**src/hdl/wrsp_pkg.sv**
```systemverilog
// shared types and constants for the riff wave stream parser
// used by wrsp_div, wrsp_parse and wav_riff_stream_parser_top; no dependencies
package wrsp_pkg;

  // byte counter width default
  localparam int unsigned COUNT_WIDTH_DEF = 32;

  // shared divider sizes
  localparam int unsigned DVD_W = 32;
  localparam int unsigned DVS_W = 16;

  // chunk tags, little-endian as they arrive
  localparam logic [31:0] TAG_RIFF = 32'h4646_4952;
  localparam logic [31:0] TAG_WAVE = 32'h4556_4157;
  localparam logic [31:0] TAG_FMT  = 32'h2074_6d66;
  localparam logic [31:0] TAG_DATA = 32'h6174_6164;

  // pcm format tag
  localparam logic [15:0] FMT_PCM = 16'd1;

  // error codes
  localparam logic [1:0] ERR_OK      = 2'd0;
  localparam logic [1:0] ERR_HEADER  = 2'd1;
  localparam logic [1:0] ERR_NO_FMT  = 2'd2;
  localparam logic [1:0] ERR_NO_SMP  = 2'd3;

  // result kinds
  localparam logic KIND_SAMPLE = 1'b0;
  localparam logic KIND_STATUS = 1'b1;

  // sample word made from a pair of data bytes
  typedef struct packed {
    logic        valid;
    logic [15:0] value;
    logic [29:0] index;
  } smp_t;

  // end-of-file snapshot taken with the final byte
  typedef struct packed {
    logic [1:0]  err;
    logic [15:0] ch;
    logic [31:0] rate;
    logic [15:0] bps;
    logic [31:0] dlen;
  } stat_t;

endpackage

```
**src/hdl/wrsp_div.sv**
```systemverilog
// shared restoring divider, one quotient bit per cycle
// depends on wrsp_pkg for operand widths
module wrsp_div (
  input  logic                      clk,
  input  logic                      rst,
  input  logic                      start,
  input  logic [wrsp_pkg::DVD_W-1:0] dividend,
  input  logic [wrsp_pkg::DVS_W-1:0] divisor,
  output logic                      done,
  output logic [wrsp_pkg::DVD_W-1:0] quotient
);

  localparam int unsigned CNT_W = $clog2(wrsp_pkg::DVD_W + 1);

  logic [CNT_W-1:0]            cnt;
  logic                        busy;
  logic [wrsp_pkg::DVS_W-1:0]  rem;
  logic [wrsp_pkg::DVD_W-1:0]  quo;
  logic [wrsp_pkg::DVS_W-1:0]  dvs;
  logic [wrsp_pkg::DVS_W:0]    rem_sh;
  logic [wrsp_pkg::DVS_W:0]    rem_sub;
  logic                        fits;

  // one trial subtract per cycle
  assign rem_sh  = {rem, quo[wrsp_pkg::DVD_W-1]};
  assign rem_sub = rem_sh - {1'b0, dvs};
  assign fits    = (rem_sh >= {1'b0, dvs});

  assign quotient = quo;

  // iteration control
  always_ff @(posedge clk) begin
    if (rst) begin
      busy <= 1'b0;
      done <= 1'b0;
      cnt  <= '0;
    end else begin
      done <= 1'b0;
      if (start) begin
        busy <= 1'b1;
        cnt  <= CNT_W'(wrsp_pkg::DVD_W);
      end else if (busy) begin
        cnt <= cnt - 1'b1;
        if (cnt == CNT_W'(1)) begin
          busy <= 1'b0;
          done <= 1'b1;
        end
      end
    end
  end

  // datapath
  always_ff @(posedge clk) begin
    if (start) begin
      rem <= '0;
      quo <= dividend;
      dvs <= divisor;
    end else if (busy) begin
      rem <= fits ? rem_sub[wrsp_pkg::DVS_W-1:0] : rem_sh[wrsp_pkg::DVS_W-1:0];
      quo <= {quo[wrsp_pkg::DVD_W-2:0], fits};
    end
  end

endmodule

```
**src/hdl/wrsp_parse.sv**
```systemverilog
// byte-level riff wave parser: header check, chunk walk, fmt and data capture
// depends on wrsp_pkg for tags, codes and the result structs
module wrsp_parse #(
  parameter int unsigned COUNT_WIDTH = wrsp_pkg::COUNT_WIDTH_DEF
) (
  input  logic            clk,
  input  logic            rst,
  input  logic            take,
  input  logic [7:0]      data_byte,
  input  logic            final_byte,
  output wrsp_pkg::smp_t  smp,
  output wrsp_pkg::stat_t stat
);

  typedef enum logic [2:0] {
    PH_RIFF = 3'd0,
    PH_SIZE = 3'd1,
    PH_WAVE = 3'd2,
    PH_ID   = 3'd3,
    PH_LEN  = 3'd4,
    PH_BODY = 3'd5,
    PH_PAD  = 3'd6
  } phase_t;

  phase_t                 phase, phase_next;
  logic [1:0]             bif, bif_next;
  logic [COUNT_WIDTH-1:0] total, total_next;
  logic [31:0]            declared, declared_next;
  logic                   hdr_good, hdr_good_next;
  logic [31:0]            tag, tag_next;
  logic [31:0]            left, left_next;
  logic [31:0]            clen, clen_next;
  logic [63:0]            fmt, fmt_next;
  logic                   fmt_ok, fmt_ok_next;
  logic [31:0]            dlen, dlen_next;
  logic [7:0]             low_hold, low_hold_next;
  logic [29:0]            wc, wc_next;

  logic [31:0] byte_sh;
  logic        last;
  logic [31:0] off;
  logic        size_ok;
  logic        hdr_ok;

  assign byte_sh = {24'd0, data_byte} << {bif, 3'b000};
  assign last    = (bif == 2'd3);
  assign off     = clen - left;

  // next parser state for the byte on the input
  always_comb begin
    phase_next    = phase;
    bif_next      = bif;
    total_next    = total + 1'b1;
    declared_next = declared;
    hdr_good_next = hdr_good;
    tag_next      = tag;
    left_next     = left;
    clen_next     = clen;
    fmt_next      = fmt;
    fmt_ok_next   = fmt_ok;
    dlen_next     = dlen;
    low_hold_next = low_hold;
    wc_next       = wc;
    smp.valid     = 1'b0;
    smp.value     = {data_byte, low_hold};
    smp.index     = wc;

    unique case (phase)
      PH_RIFF, PH_WAVE, PH_ID: begin
        tag_next = ((bif == 2'd0) ? 32'd0 : tag) | byte_sh;
        bif_next = bif + 1'b1;
        if (last) begin
          if (phase == PH_RIFF) begin
            if (tag_next != wrsp_pkg::TAG_RIFF) hdr_good_next = 1'b0;
            phase_next = PH_SIZE;
          end else if (phase == PH_WAVE) begin
            if (tag_next != wrsp_pkg::TAG_WAVE) hdr_good_next = 1'b0;
            phase_next = PH_ID;
          end else begin
            phase_next = PH_LEN;
          end
        end
      end
      PH_SIZE: begin
        declared_next = ((bif == 2'd0) ? 32'd0 : declared) | byte_sh;
        bif_next      = bif + 1'b1;
        if (last) phase_next = PH_WAVE;
      end
      PH_LEN: begin
        clen_next = ((bif == 2'd0) ? 32'd0 : clen) | byte_sh;
        bif_next  = bif + 1'b1;
        if (last) begin
          left_next = clen_next;
          if (tag == wrsp_pkg::TAG_FMT) fmt_next = '0;
          if (tag == wrsp_pkg::TAG_DATA) begin
            dlen_next = clen_next;
            wc_next   = '0;
          end
          phase_next = (clen_next == 32'd0) ? PH_ID : PH_BODY;
        end
      end
      PH_BODY: begin
        // fmt fields land in the packed fmt word
        if (tag == wrsp_pkg::TAG_FMT) begin
          if (off < 32'd16) begin
            case (off[3:0])
              4'd0:  fmt_next[55:48] = fmt[55:48] | data_byte;
              4'd1:  fmt_next[63:56] = fmt[63:56] | data_byte;
              4'd2:  fmt_next[7:0]   = fmt[7:0]   | data_byte;
              4'd3: begin
                fmt_next[15:8] = fmt[15:8] | data_byte;
                if (fmt_next[63:48] == wrsp_pkg::FMT_PCM &&
                    (fmt_next[15:0] == 16'd1 || fmt_next[15:0] == 16'd2))
                  fmt_ok_next = 1'b1;
                fmt_next[63:48] = 16'd0;
              end
              4'd4:  fmt_next[23:16] = fmt[23:16] | data_byte;
              4'd5:  fmt_next[31:24] = fmt[31:24] | data_byte;
              4'd6:  fmt_next[39:32] = fmt[39:32] | data_byte;
              4'd7:  fmt_next[47:40] = fmt[47:40] | data_byte;
              4'd14: fmt_next[55:48] = fmt[55:48] | data_byte;
              4'd15: fmt_next[63:56] = fmt[63:56] | data_byte;
              default: ;
            endcase
          end
        end else if (tag == wrsp_pkg::TAG_DATA) begin
          // pair bytes into little-endian words
          if (!off[0]) begin
            low_hold_next = data_byte;
          end else begin
            smp.valid = 1'b1;
            wc_next   = wc + 1'b1;
          end
        end
        left_next = left - 1'b1;
        if (left_next == 32'd0) begin
          phase_next = clen[0] ? PH_PAD : PH_ID;
          bif_next   = 2'd0;
        end
      end
      // pad byte after an odd chunk
      default: begin
        phase_next = PH_ID;
        bif_next   = 2'd0;
      end
    endcase
  end

  // end-of-file checks on the updated state
  assign size_ok = ((declared_next >> COUNT_WIDTH) == 32'd0) &&
                   (declared_next[COUNT_WIDTH-1:0] == total_next - COUNT_WIDTH'(8));
  assign hdr_ok  = hdr_good_next && size_ok &&
                   phase_next != PH_RIFF && phase_next != PH_SIZE && phase_next != PH_WAVE;

  always_comb begin
    if (!hdr_ok)                stat.err = wrsp_pkg::ERR_HEADER;
    else if (!fmt_ok_next)      stat.err = wrsp_pkg::ERR_NO_FMT;
    else if (dlen_next == 32'd0) stat.err = wrsp_pkg::ERR_NO_SMP;
    else                        stat.err = wrsp_pkg::ERR_OK;
    stat.ch   = fmt_next[15:0];
    stat.rate = fmt_next[47:16];
    stat.bps  = fmt_next[63:48];
    stat.dlen = dlen_next;
  end

  // state registers, cleared again after the final byte
  always_ff @(posedge clk) begin
    if (rst || (take && final_byte)) begin
      phase    <= PH_RIFF;
      bif      <= '0;
      total    <= '0;
      declared <= '0;
      hdr_good <= 1'b1;
      tag      <= '0;
      left     <= '0;
      clen     <= '0;
      fmt      <= '0;
      fmt_ok   <= 1'b0;
      dlen     <= '0;
      low_hold <= '0;
      wc       <= '0;
    end else if (take) begin
      phase    <= phase_next;
      bif      <= bif_next;
      total    <= total_next;
      declared <= declared_next;
      hdr_good <= hdr_good_next;
      tag      <= tag_next;
      left     <= left_next;
      clen     <= clen_next;
      fmt      <= fmt_next;
      fmt_ok   <= fmt_ok_next;
      dlen     <= dlen_next;
      low_hold <= low_hold_next;
      wc       <= wc_next;
    end
  end

endmodule

```
**src/hdl/wav_riff_stream_parser_top.sv**
```systemverilog
// riff wave stream parser top: parser, shared divider, status sequencer, output register
// depends on wrsp_pkg, wrsp_parse and wrsp_div
//
//  channel  dir  handshake             payload
//  s_*      in   s_tvalid / s_tready   s_tdata = data_byte, s_tlast = final_byte
//  m_*      out  m_tvalid / m_tready   m_tdata = result fields, m_tuser = kind,
//                                      m_tlast = end_mark
//
// an ordinary byte is taken while s_tready is high; a data word goes to the output
// register at the same edge. the final byte adds two passes of the shared 32-step
// divider (bytes per sample, then channels): the status item is loaded after the
// second pass, or directly when no division is needed, and s_tready stays low
// meanwhile and whenever the output register is full and not being taken. rst is
// synchronous and clears all parser state.
module wav_riff_stream_parser_top #(
  parameter int unsigned COUNT_WIDTH = wrsp_pkg::COUNT_WIDTH_DEF
) (
  input  logic         clk,
  input  logic         rst,
  input  logic         s_tvalid,
  output logic         s_tready,
  input  logic [7:0]   s_tdata,   // [7:0] data_byte
  input  logic         s_tlast,
  output logic         m_tvalid,
  input  logic         m_tready,
  // [15:0] sample_value, [45:16] word_index, [47:46] error_code,
  // [63:48] num_channels, [95:64] sample_rate, [127:96] samples_per_channel
  output logic [127:0] m_tdata,
  output logic         m_tuser,   // [0] kind
  output logic         m_tlast
);

  typedef enum logic [1:0] {
    ST_IDLE  = 2'd0,
    ST_DIV_A = 2'd1,
    ST_DIV_B = 2'd2,
    ST_STAT  = 2'd3
  } state_t;

  state_t          state;
  wrsp_pkg::smp_t  smp;
  wrsp_pkg::stat_t stat;
  wrsp_pkg::stat_t st;
  logic [31:0]     spc;
  logic            out_free;
  logic            out_load;
  logic            take;
  logic            div_start;
  logic [31:0]     div_dvd;
  logic [15:0]     div_dvs;
  logic            div_done;
  logic [31:0]     div_q;
  logic [15:0]     stat_bytes;

  assign out_free   = !m_tvalid || m_tready;
  assign s_tready   = (state == ST_IDLE) && out_free;
  assign take       = s_tvalid && s_tready;
  assign stat_bytes = {3'b000, stat.bps[15:3]};

  // output register takes a new item this cycle
  assign out_load = ((state == ST_IDLE) && take && smp.valid) ||
                    ((state == ST_STAT) && out_free);

  wrsp_parse #(
    .COUNT_WIDTH(COUNT_WIDTH)
  ) u_parse (
    .clk       (clk),
    .rst       (rst),
    .take      (take),
    .data_byte (s_tdata),
    .final_byte(s_tlast),
    .smp       (smp),
    .stat      (stat)
  );

  // divider operands: first by bytes per sample, then by channels
  always_comb begin
    div_start = 1'b0;
    div_dvd   = stat.dlen;
    div_dvs   = stat_bytes;
    if (state == ST_IDLE) begin
      div_start = take && s_tlast && stat.err == wrsp_pkg::ERR_OK &&
                  stat_bytes != 16'd0 && stat.ch != 16'd0;
    end else if (state == ST_DIV_A) begin
      div_start = div_done;
      div_dvd   = div_q;
      div_dvs   = st.ch;
    end
  end

  wrsp_div u_div (
    .clk     (clk),
    .rst     (rst),
    .start   (div_start),
    .dividend(div_dvd),
    .divisor (div_dvs),
    .done    (div_done),
    .quotient(div_q)
  );

  // sequencer and output register
  always_ff @(posedge clk) begin
    if (rst) begin
      state    <= ST_IDLE;
      m_tvalid <= 1'b0;
    end else begin
      if (out_load) m_tvalid <= 1'b1;
      else if (m_tvalid && m_tready) m_tvalid <= 1'b0;
      unique case (state)
        ST_IDLE: begin
          if (take) begin
            if (smp.valid) begin
              m_tuser  <= wrsp_pkg::KIND_SAMPLE;
              m_tlast  <= 1'b0;
              m_tdata  <= {80'd0, 2'd0, smp.index, smp.value};
            end
            if (s_tlast) begin
              st    <= stat;
              spc   <= '0;
              state <= div_start ? ST_DIV_A : ST_STAT;
            end
          end
        end
        ST_DIV_A: begin
          if (div_done) state <= ST_DIV_B;
        end
        ST_DIV_B: begin
          if (div_done) begin
            spc   <= div_q;
            state <= ST_STAT;
          end
        end
        ST_STAT: begin
          if (out_free) begin
            m_tuser  <= wrsp_pkg::KIND_STATUS;
            m_tlast  <= 1'b1;
            if (st.err == wrsp_pkg::ERR_OK)
              m_tdata <= {spc, st.rate, st.ch, st.err, 30'd0, 16'd0};
            else
              m_tdata <= {80'd0, st.err, 30'd0, 16'd0};
            state <= ST_IDLE;
          end
        end
      endcase
    end
  end

endmodule
```
**config.mk**
```make
export PLATFORM = sky130hd
export DESIGN_NAME = wav_riff_stream_parser_top
export DESIGN_NICKNAME = d
export VERILOG_FILES = /design/src/hdl/wrsp_pkg.sv /design/src/hdl/wrsp_div.sv /design/src/hdl/wrsp_parse.sv /design/src/hdl/wav_riff_stream_parser_top.sv
export SDC_FILE = /design/constraint.sdc
export NUM_CORES = 1
export LEC_CHECK = 0
export BUFFER_PORTS_ARGS = -buffer_cell sky130_fd_sc_hd__buf_4
export CAP_MARGIN = 25
export CORE_UTILIZATION = 40
export DETAILED_ROUTE_END_ITERATION = 10
export HOLD_SLACK_MARGIN = 0.1
export PLACE_DENSITY = 0.63
export SLEW_MARGIN = 10
export SYNTH_ARGS = -nofsm -noshare
export SYNTH_HDL_FRONTEND = slang
export SYNTH_HIERARCHICAL = 1
export SYNTH_SLANG_ARGS = --single-unit
```
**constraint.sdc**
```tcl
create_clock -name clk -period 17.2 [get_ports clk]
set_clock_uncertainty 0.2 [all_clocks]
set_input_delay 3.44 -clock clk [delete_from_list [all_inputs] [get_ports clk]]
set_output_delay 3.44 -clock clk [all_outputs]
set_load 0.05 [all_outputs]
```
[Yosys cells after proc, flatten, opt, wreduce, memory -nomap -nowiden]
Cells that the tools add are included.
Cells by class
  reduce and logical (&&, ||, !) cells: 56
  eq/ne operators: 46
  add/sub/neg operators: 8
  shift-type cells: 1
  bitwise operators: 16
  muxes and demuxes: 94
  $lt $le $gt $ge: 2
Operators with widths (count)
  128-bit 2-to-1 mux: 4
  32-bit 2-to-1 mux: 15
  64-bit 2-to-1 mux: 4
  128-bit case mux with 2 select lines: 1
  30-bit 2-to-1 mux: 5
  32-bit case mux with 2 select lines: 2
  64-bit case mux with 2 select lines: 1
  32-bit zero test: 3
  32-bit OR: 3
  32-bit by 31-bit inequality test with 1-bit output, second input constant: 2
  8-bit OR: 8
  30-bit case mux with 2 select lines: 1
  8-bit 2-to-1 mux: 6
  32-bit by 1-bit adder with 32-bit output, second input constant: 1
  16-bit by 1-bit == test with 1-bit output, second input constant: 2
  32-bit by 30-bit == test with 1-bit output, second input constant: 1
  32-bit by 31-bit == test with 1-bit output, second input constant: 1
  32-bit == test: 1
  32-bit by 5-bit less-than comparator with 1-bit output, second input constant: 1
  8-bit case mux with 2 select lines: 2
  16-bit nonzero test: 2
  8-bit by 5-bit left shift with 32-bit output: 1
  32-bit by 1-bit subtractor with 32-bit output, second input constant: 1
  32-bit subtractor: 1
  other kinds (49): 154
Word-level totals
  output and inout bits: 132
  logic and storage cells: 253
  register bits: 587

[Longest topological paths before layout]
Gate-level depths: netlist of the first run.
  depth after elaboration: 23
  gate-level depth with buffers: 25

[Modules after synthesis]
The synthesis of the first run kept the hierarchy.
Modules (own cells, without submodules)
  wrsp_parse: instances 1, sequential area each 6025.8 um^2, area each 18955.7 um^2, cells each 2508
  wav_riff_stream_parser_top: instances 1, sequential area each 6396.1 um^2, area each 8364.3 um^2, cells each 494
  wrsp_div: instances 1, sequential area each 1921.8 um^2, area each 3826.2 um^2, cells each 335

[Least setup slack after synthesis of the first run]
Ideal clock, no wire load.
  kind: input -> register
  start: input m_tready
  end: register m_tdata[0] (enable)
  stages on the path: 4
  slack: 3.851 ns
  data arrival time: 12.374 ns
  required time: 16.225 ns
  path through: nor2b_4 -> a21oi_1 -> a31oi_1 -> nor3_1
On the way
  word-level cells in the longest chain between the ends: 5
  elaborated cells between the ends (all ways): 6
  classes of those cells: 2 x eq/ne; 4 x reduce/logical
Ends and longest elaborated chain
  start, declared: line wav_riff_stream_parser_top.sv:25  | input logic m_tready,
  1-bit logical OR (*): line wav_riff_stream_parser_top.sv:55  | assign out_free = !m_tvalid || m_tready;
  1-bit logical AND: line wav_riff_stream_parser_top.sv:56  | assign s_tready = (state == ST_IDLE) && out_free;
  1-bit logical AND: line wav_riff_stream_parser_top.sv:57  | assign take = s_tvalid && s_tready;
  2-bit inequality test (no line)
  5-bit AND reduction (no line) (*)
  end signal, assigned: line wav_riff_stream_parser_top.sv:115  | m_tdata <= {80'd0, 2'd0, smp.index, smp.value};
  end signal, assigned: line wav_riff_stream_parser_top.sv:138  | m_tdata <= {spc, st.rate, st.ch, st.err, 30'd0, 16'd0};
  end signal, assigned: line wav_riff_stream_parser_top.sv:140  | m_tdata <= {80'd0, st.err, 30'd0, 16'd0};
  end, declared: line wav_riff_stream_parser_top.sv:28  | output logic [127:0] m_tdata,
Mark *: on every way between the ends. The rest lies on a longest branch, timed or not.
A chain may end at the register's enable or synchronous reset.

==> run_results.csv, run 1 <==
group,metric,value,unit
run_status,status,"completed",
timing,hold_viol_final,0,
power_and_ir_drop,combPwrFrac,27.1,%
timing,slew_headroom,31.2,%
place,gp_congestion,0.951,
timing,layout_worst_path_cycle_share,51.9,%
timing,rsz0062_at_grt,"false",
global_routing,grt_max_degree,86,
logic_synthesis,yosys_warnings,6,
timing,slew_viol_final,0,
clock_network,post_cts_buffers,0,
clock_network,clockRootBuffer,"clkbuf_16",
drt,viasPerCell,5.81,
floorplan,rows,101,
logic_synthesis,synth_cells,3332,
worst_setup_path,crit_fanout,59,
worst_setup_path,cp_slowest_stage_delay,710,ps
drt,drtIter0Drc,2665,
global_routing,grt_pass1_wl,140000,um
timing,fin_crit,8930,ps
floorplan,io_pins,145,
place,io_buffer_count,144,
run,cap_violations,0,
global_routing,gr-total-overflow,0,
floorplan,initial_core_util,40.7,%
cells_and_area,area_growth,13.2,%
power_and_ir_drop,clock_power_share,33.9,%
drt,finalWirelength,90400,um
worst_setup_path,crit_top_cell,"buf_4",
floorplan,dieArea,78900,sq um
clock_network,cts_tree,"built",
cells_and_area,seq_area,14300,sq um
timing,setup_viol,0,
clock_network,hold_buffers,0,
drt,drcViolationCount,0,
worst_setup_path,cp_slowest_cell,"nor3b_1",
power_and_ir_drop,power_density,120,nW/um^2
logic_synthesis,netlist_area,31100,sq um
floorplan,die-height,281,um
drt,first_pass_iters,6,
clock_network,h-tree-depth,3,
clock_network,clk_pin_slew,60,ps
timing,tightestPinTransition,1030,ps
worst_setup_path,crit_chain,"buf_4, nor3b_1, o211ai_1, nor4_1, o22ai_1, o31a_1, nor4_1, o2111ai_1, a2111oi_0, nand3_1, and4b_1, o21ai_1, o41ai_4, buf_4, nor2_1, inv_1, buf_4",
timing,fin_tns_setup,0,ps
place,post_dp_cell_area,32900,sq um
global_routing,antenna_found_initial,0,
power_and_ir_drop,p_int,2.79,mW
worst_setup_path,critPathArrivalTime,8980,ps
floorplan,die_w,281,um
hold_path,hold_path.class,"reg2reg",
drt,drtAntennaViolNets,0,
cells_and_area,finalNetCount,3428,
place,hpwl,62800,um
logic_synthesis,avgSynthCellArea,9.34,sq um
global_routing,grt_util_all_layers,22.5,%
clock_network,cts_resized,0,
clock_network,clk_latency,630,ps
timing,timing.fmax,112,MHz
clock_network,cts.sinks,587,
worst_setup_path,critPathLaunchType,"input pin",
power_and_ir_drop,ir_worst_vdd,0.0690,mV
cells_and_area,num_antenna_cells,0,
clock_network,max-clock-path-buffers,3,
clock_network,cts_buffers,67,
cells_and_area,multi_input_area,15500,sq um
drt,wire_per_inst,20.4,um
power_and_ir_drop,leakagePower,12.7,nW
cells_and_area,final_area,35200,sq um
drt,num_vias,25800,
cells_and_area,post_route_cells_drive_above_1_share,12.0,%
worst_setup_path,critPathRequiredTime,17260,ps
worst_setup_path,endpoint_kind,"flop",
floorplan,core,76500,sq um
power_and_ir_drop,netSwitchingFraction,34.2,%
worst_setup_path,criticalPathCategory,"in2reg",
power_and_ir_drop,p_sw,1.45,mW
logic_synthesis,syn_nets,3408,
cells_and_area,num-fill-cells,7276,
power_and_ir_drop,pwr-share-seq,39.0,%
global_routing,grt_pass1_vias,23900,
## sequential cells by signal, indices dropped and copies added, names as in the netlist, 30 cells and up
| register | count |
|---|---|
| u_parse/dlen | 32 |
| u_parse/tag | 32 |
| u_parse/total | 32 |
| u_parse/declared | 32 |
| u_div/quotient | 32 |
| u_parse/clen | 32 |
| u_parse/fmt | 64 |
| u_parse/wc | 30 |
| spc | 32 |
| st | 50 |
| u_parse/left | 32 |
| m_tdata | 128 |
## cell usage in the layout (no fill, tap or decap), types with 11 or more instances in the layout
cell type    n
and3_1      36
a21o_1      15
and4_1      14
nand4_1     63
o21a_1      13
a31oi_1     25
xnor2_1     90
mux2_2      64
mux2i_1     67
clkbuf_1    17
a22o_1      53
o21ai_0    146
o21ai_1     63
edfxtp_1   259
o31ai_1     19
or4_1       16
o22ai_1     15
or2_2       11
dfxtp_1    328
mux2_1      16
a22oi_1     64
clkbuf_16   69
nor2b_1     72
a32oi_1     64
buf_4      184
or3_1       27
nand2b_1    15
xor2_1      61
a21oi_1    138
a211oi_1    50
nor2_1     347
nor4_1      53
o211ai_1    13
nor3_1      75
inv_1       90
nand2_1    275
and2_1     130
nand3_1     76
ha_1        60
## power by group through the flow
stage / clock network [mW] / registers (mW) / logic, mW
finish: 1.44 / 1.65 / 1.15
CTS: 1.47 / 1.66 / 1.13
floorplan: 0 / 1.90 / 0.611
global route: 1.52 / 1.66 / 1.23
global placement: 0 / 1.68 / 1.12
detailed placement: 0 / 1.68 / 1.13
## per-stage QoR
step	util, %	hold slack [ps]	power (mW)	setup WS [ps]	cells
3_5_place_dp	43.1	231	2.81	7770	4308
4_1_cts	46.0	242	4.26	8400	4430
6_report	46.1	246	4.24	8270	4435
5_1_grt	46.1	280	4.42	7850	4435
2_1_floorplan	-	216	2.52	3850	3332
3_3_place_gp	43.0	228	2.80	7890	4305
## metal layers
layer,vias up,share of wire [%],global-route usage [%]
met1,12500,45,31.6
met4,0,2.8,7.10
met3,138,6.9,3.52
met5,-,0,0
met2,949,45,35.1
li1,12200,-,-
## final cells by class
type                       count  share of cell area [%]
multi-input combinational   2410                    43.9
clock buffer                  95                    5.41
inverter                      94                    1.00
clock inverter                27                   0.913
tap                         1030                    3.66
timing repair buffer         192                    4.36
sequential                   587                    40.7
## worst max-delay path: cells and delay by family
family / cells / cell delay [ps]
AO/OA/AOI/OAI: 7 / 1710
AND/OR/NAND/NOR: 6 / 2220
buffers and inverters: 4 / 1510
## worst paths after layout
| kind | start | to | slack (ps) | cells past startpoint |
|---|---|---|---|---|
| worst min-delay path | u_parse/hdr_good$_SDFFE_PP1P_ | u_parse/hdr_good$_SDFFE_PP1P_ | 250 | 2 |
| worst max register to register | u_parse/left[2]$_SDFFE_PP0P_ | u_div/quotient[18]$_DFFE_PP_ | 8830 | 22 |
| worst min register to register | u_parse/hdr_good$_SDFFE_PP1P_ | u_parse/hdr_good$_SDFFE_PP1P_ | 250 | 2 |
| worst max-delay path | s_tdata[2] | u_div/quotient[18]$_DFFE_PP_ | 8270 | 17 |
No activity file was read; power rests on OpenSTA's default activity.
==> run 2: changes to the inputs <==
- PLACE_DENSITY: 0.63 -> 0.65
- clock period: 17.2 -> 7.2 ns (I/O delays scaled with it)
==> run 2 against run 1 <==
Critical path depth is 3 higher. Clock power grew to 2.5 times the previous value. Register-to-register slack worse by 8200 ps. Global-route usage is 0.36 points lower. Final area is 0.76% higher. Combinational power is 140% higher. Critical path type is now reg2reg. Critical endpoint is now u_div/quotient[7]$_DFFE_PP_. Largest power group unchanged. Highest routed layer is now met5.
==> run_results.csv, run 2 (same netlist as run 1, synthesis figures left out) <==
group,metric,value,unit
timing,setup_viol,0,
cells_and_area,final_area,35500,sq um
drt,finalWirelength,88700,um
cells_and_area,post_route_cells_drive_above_1_share,12.8,%
timing,hold_viol_final,0,
worst_setup_path,critPathArrivalTime,6730,ps
clock_network,cts_buffers,68,
power_and_ir_drop,pwr-share-seq,38.3,%
timing,timing.fmax,152,MHz
timing,slew_viol_final,0,
clock_network,clk_latency,630,ps
drt,num_vias,25700,
clock_network,cts.sinks,587,
timing,tightestPinTransition,1010,ps
global_routing,grt_pass1_vias,23900,
power_and_ir_drop,power_density,291,nW/um^2
drt,first_pass_iters,5,
power_and_ir_drop,leakagePower,12.9,nW
clock_network,hold_buffers,0,
power_and_ir_drop,ir_worst_vdd,0.237,mV
timing,fin_tns_setup,0,ps
timing,fin_crit,6580,ps
clock_network,clk_pin_slew,70,ps
cells_and_area,final_common_cell,"nor2_1",
floorplan,initial_core_util,40.7,%
place,post_dp_cell_area,33100,sq um
worst_setup_path,crit_fanout,58,
global_routing,grt_util_all_layers,22.1,%
worst_setup_path,worstPathBufferInverterCount,3,
floorplan,io_pins,145,
cells_and_area,top_regs,"m_tdata: 128 flops, u_parse/fmt: 64 flops, st: 50 flops",
worst_setup_path,crit_chain,"inv_1, ha_1, nand4_1, nor3_1, a211o_1, nor2b_1, a2111oi_0, o2111a_1, nand3_1, or4_1, nor4_2, buf_4, and2_1, a22o_1, nor4_1, nand4_1, nand2_1, o41ai_4, buf_12, mux2_2",
run,cap_violations,0,
place,hpwl,61800,um
worst_setup_path,criticalPathCategory,"reg2reg",
worst_setup_path,cp_slowest_cell,"or4_1",
cells_and_area,num_antenna_cells,0,
floorplan,dieArea,78900,sq um
drt,wire_per_inst,19.9,um
cells_and_area,fin_cells,4459,
timing,rsz0062_at_grt,"false",
worst_setup_path,cp_top_family,"simple AND/OR/NAND/NOR gates",
cells_and_area,top_register,"m_tdata",
cells_and_area,finalNetCount,3450,
power_and_ir_drop,netSwitchingFraction,33.6,%
clock_network,h-tree-depth,3,
hold_path,hold_path.class,"reg2reg",
worst_setup_path,crit_top_cell,"nand4_1",
power_and_ir_drop,combPwrFrac,26.7,%
global_routing,gr-total-overflow,0,
floorplan,core,76500,sq um
timing,holdWs,251,ps
worst_setup_path,endpoint_kind,"flop",
place,gp_congestion,0.979,
power_and_ir_drop,p_int,6.85,mW
power_and_ir_drop,p_sw,3.47,mW
worst_setup_path,critPathLaunchType,"flop",
clock_network,cts_resized,0,
place,placedCellCount,4332,
worst_setup_path,critPathRequiredTime,7350,ps
drt,drtAntennaViolNets,0,
power_and_ir_drop,p_total,10.3,mW
clock_network,clockRootBuffer,"clkbuf_16",
cells_and_area,area_growth,14.0,%
drt,drtIter0Drc,2629,
cells_and_area,final_cell_mix,"nor2_1 (347), dfxtp_1 (328), nand2_1 (275)",
clock_network,max-clock-path-buffers,3,
floorplan,die-height,281,um
run_status,status,"completed",
timing,slew_headroom,32.7,%
floorplan,die_w,281,um
global_routing,grt_max_degree,134,
power_and_ir_drop,clock_power_share,35.0,%
drt,drcViolationCount,0,
worst_setup_path,cp_slowest_stage_delay,820,ps
floorplan,rows,101,
global_routing,grt_pass1_wl,138000,um
clock_network,cts_tree,"built",
timing,layout_worst_path_cycle_share,91.4,%
place,io_buffer_count,144,
clock_network,post_cts_buffers,0,
cells_and_area,largest_reg_flops,128,
global_routing,antenna_found_initial,3,
drt,viasPerCell,5.76,
run 2: cell count changes in the layout (fill, tap and decap cells not counted), moves of 2 or more:
cell,change
buf_4,+22
clkbuf_1,-7
bufinv_16,+5
buf_12,+3
buf_16,-3
clkinv_2,+3
clkinv_4,+2
inv_6,+2
run 2: metal layers:
metal  wire, um  track usage, %  vias to the layer above
li1           -               -                    12300
met1      39400            30.3                    12200
met2      40000            34.6                      985
met3       6470            3.97                      177
met4       2760            8.15                        4
met5         28               0                        -
run 2: through the flow:
step	worst slack, ps	utilization, %
2_1_floorplan	191	-
3_3_place_gp	703	43.2
3_5_place_dp	669	43.3
4_1_cts	652	46.4
5_1_grt	193	46.4
6_report	621	46.4
run 2: final timing paths:
check | cells after the start | start | slack, ps | endpoint
min | 2 | u_parse/hdr_good$_SDFFE_PP1P_ | 250 | u_parse/hdr_good$_SDFFE_PP1P_
max | 20 | u_parse/left[8]$_SDFFE_PP0P_ | 620 | u_div/quotient[7]$_DFFE_PP_
min reg2reg | 2 | u_parse/hdr_good$_SDFFE_PP1P_ | 250 | u_parse/hdr_good$_SDFFE_PP1P_
max reg2reg | 20 | u_parse/left[8]$_SDFFE_PP0P_ | 620 | u_div/quotient[7]$_DFFE_PP_
run 2: cell type report:
cell class                 count  area [sq um]
clock inverter                38           498
clock buffer                  87          1860
sequential                   587         14300
fill                        7135         41000
multi-input combinational   2410         15500
timing repair buffer         213          1670
inverter                      94           353
tap                         1030          1290
run 2: worst min-delay path: stages (launching register included):
cell and delay [ps]:
dfxtp_1 310, nand2_1 50, nand2_1 40
run 2: power by group through the flow:
stage / sequential, mW / combinational (mW) / clock (mW)
5_1_grt: 3.97 / 2.96 / 3.82
3_5_place_dp: 4.02 / 2.73 / 0
6_report: 3.95 / 2.76 / 3.61
2_1_floorplan: 4.50 / 1.47 / 0
3_3_place_gp: 4.02 / 2.71 / 0
4_1_cts: 3.95 / 2.73 / 3.68
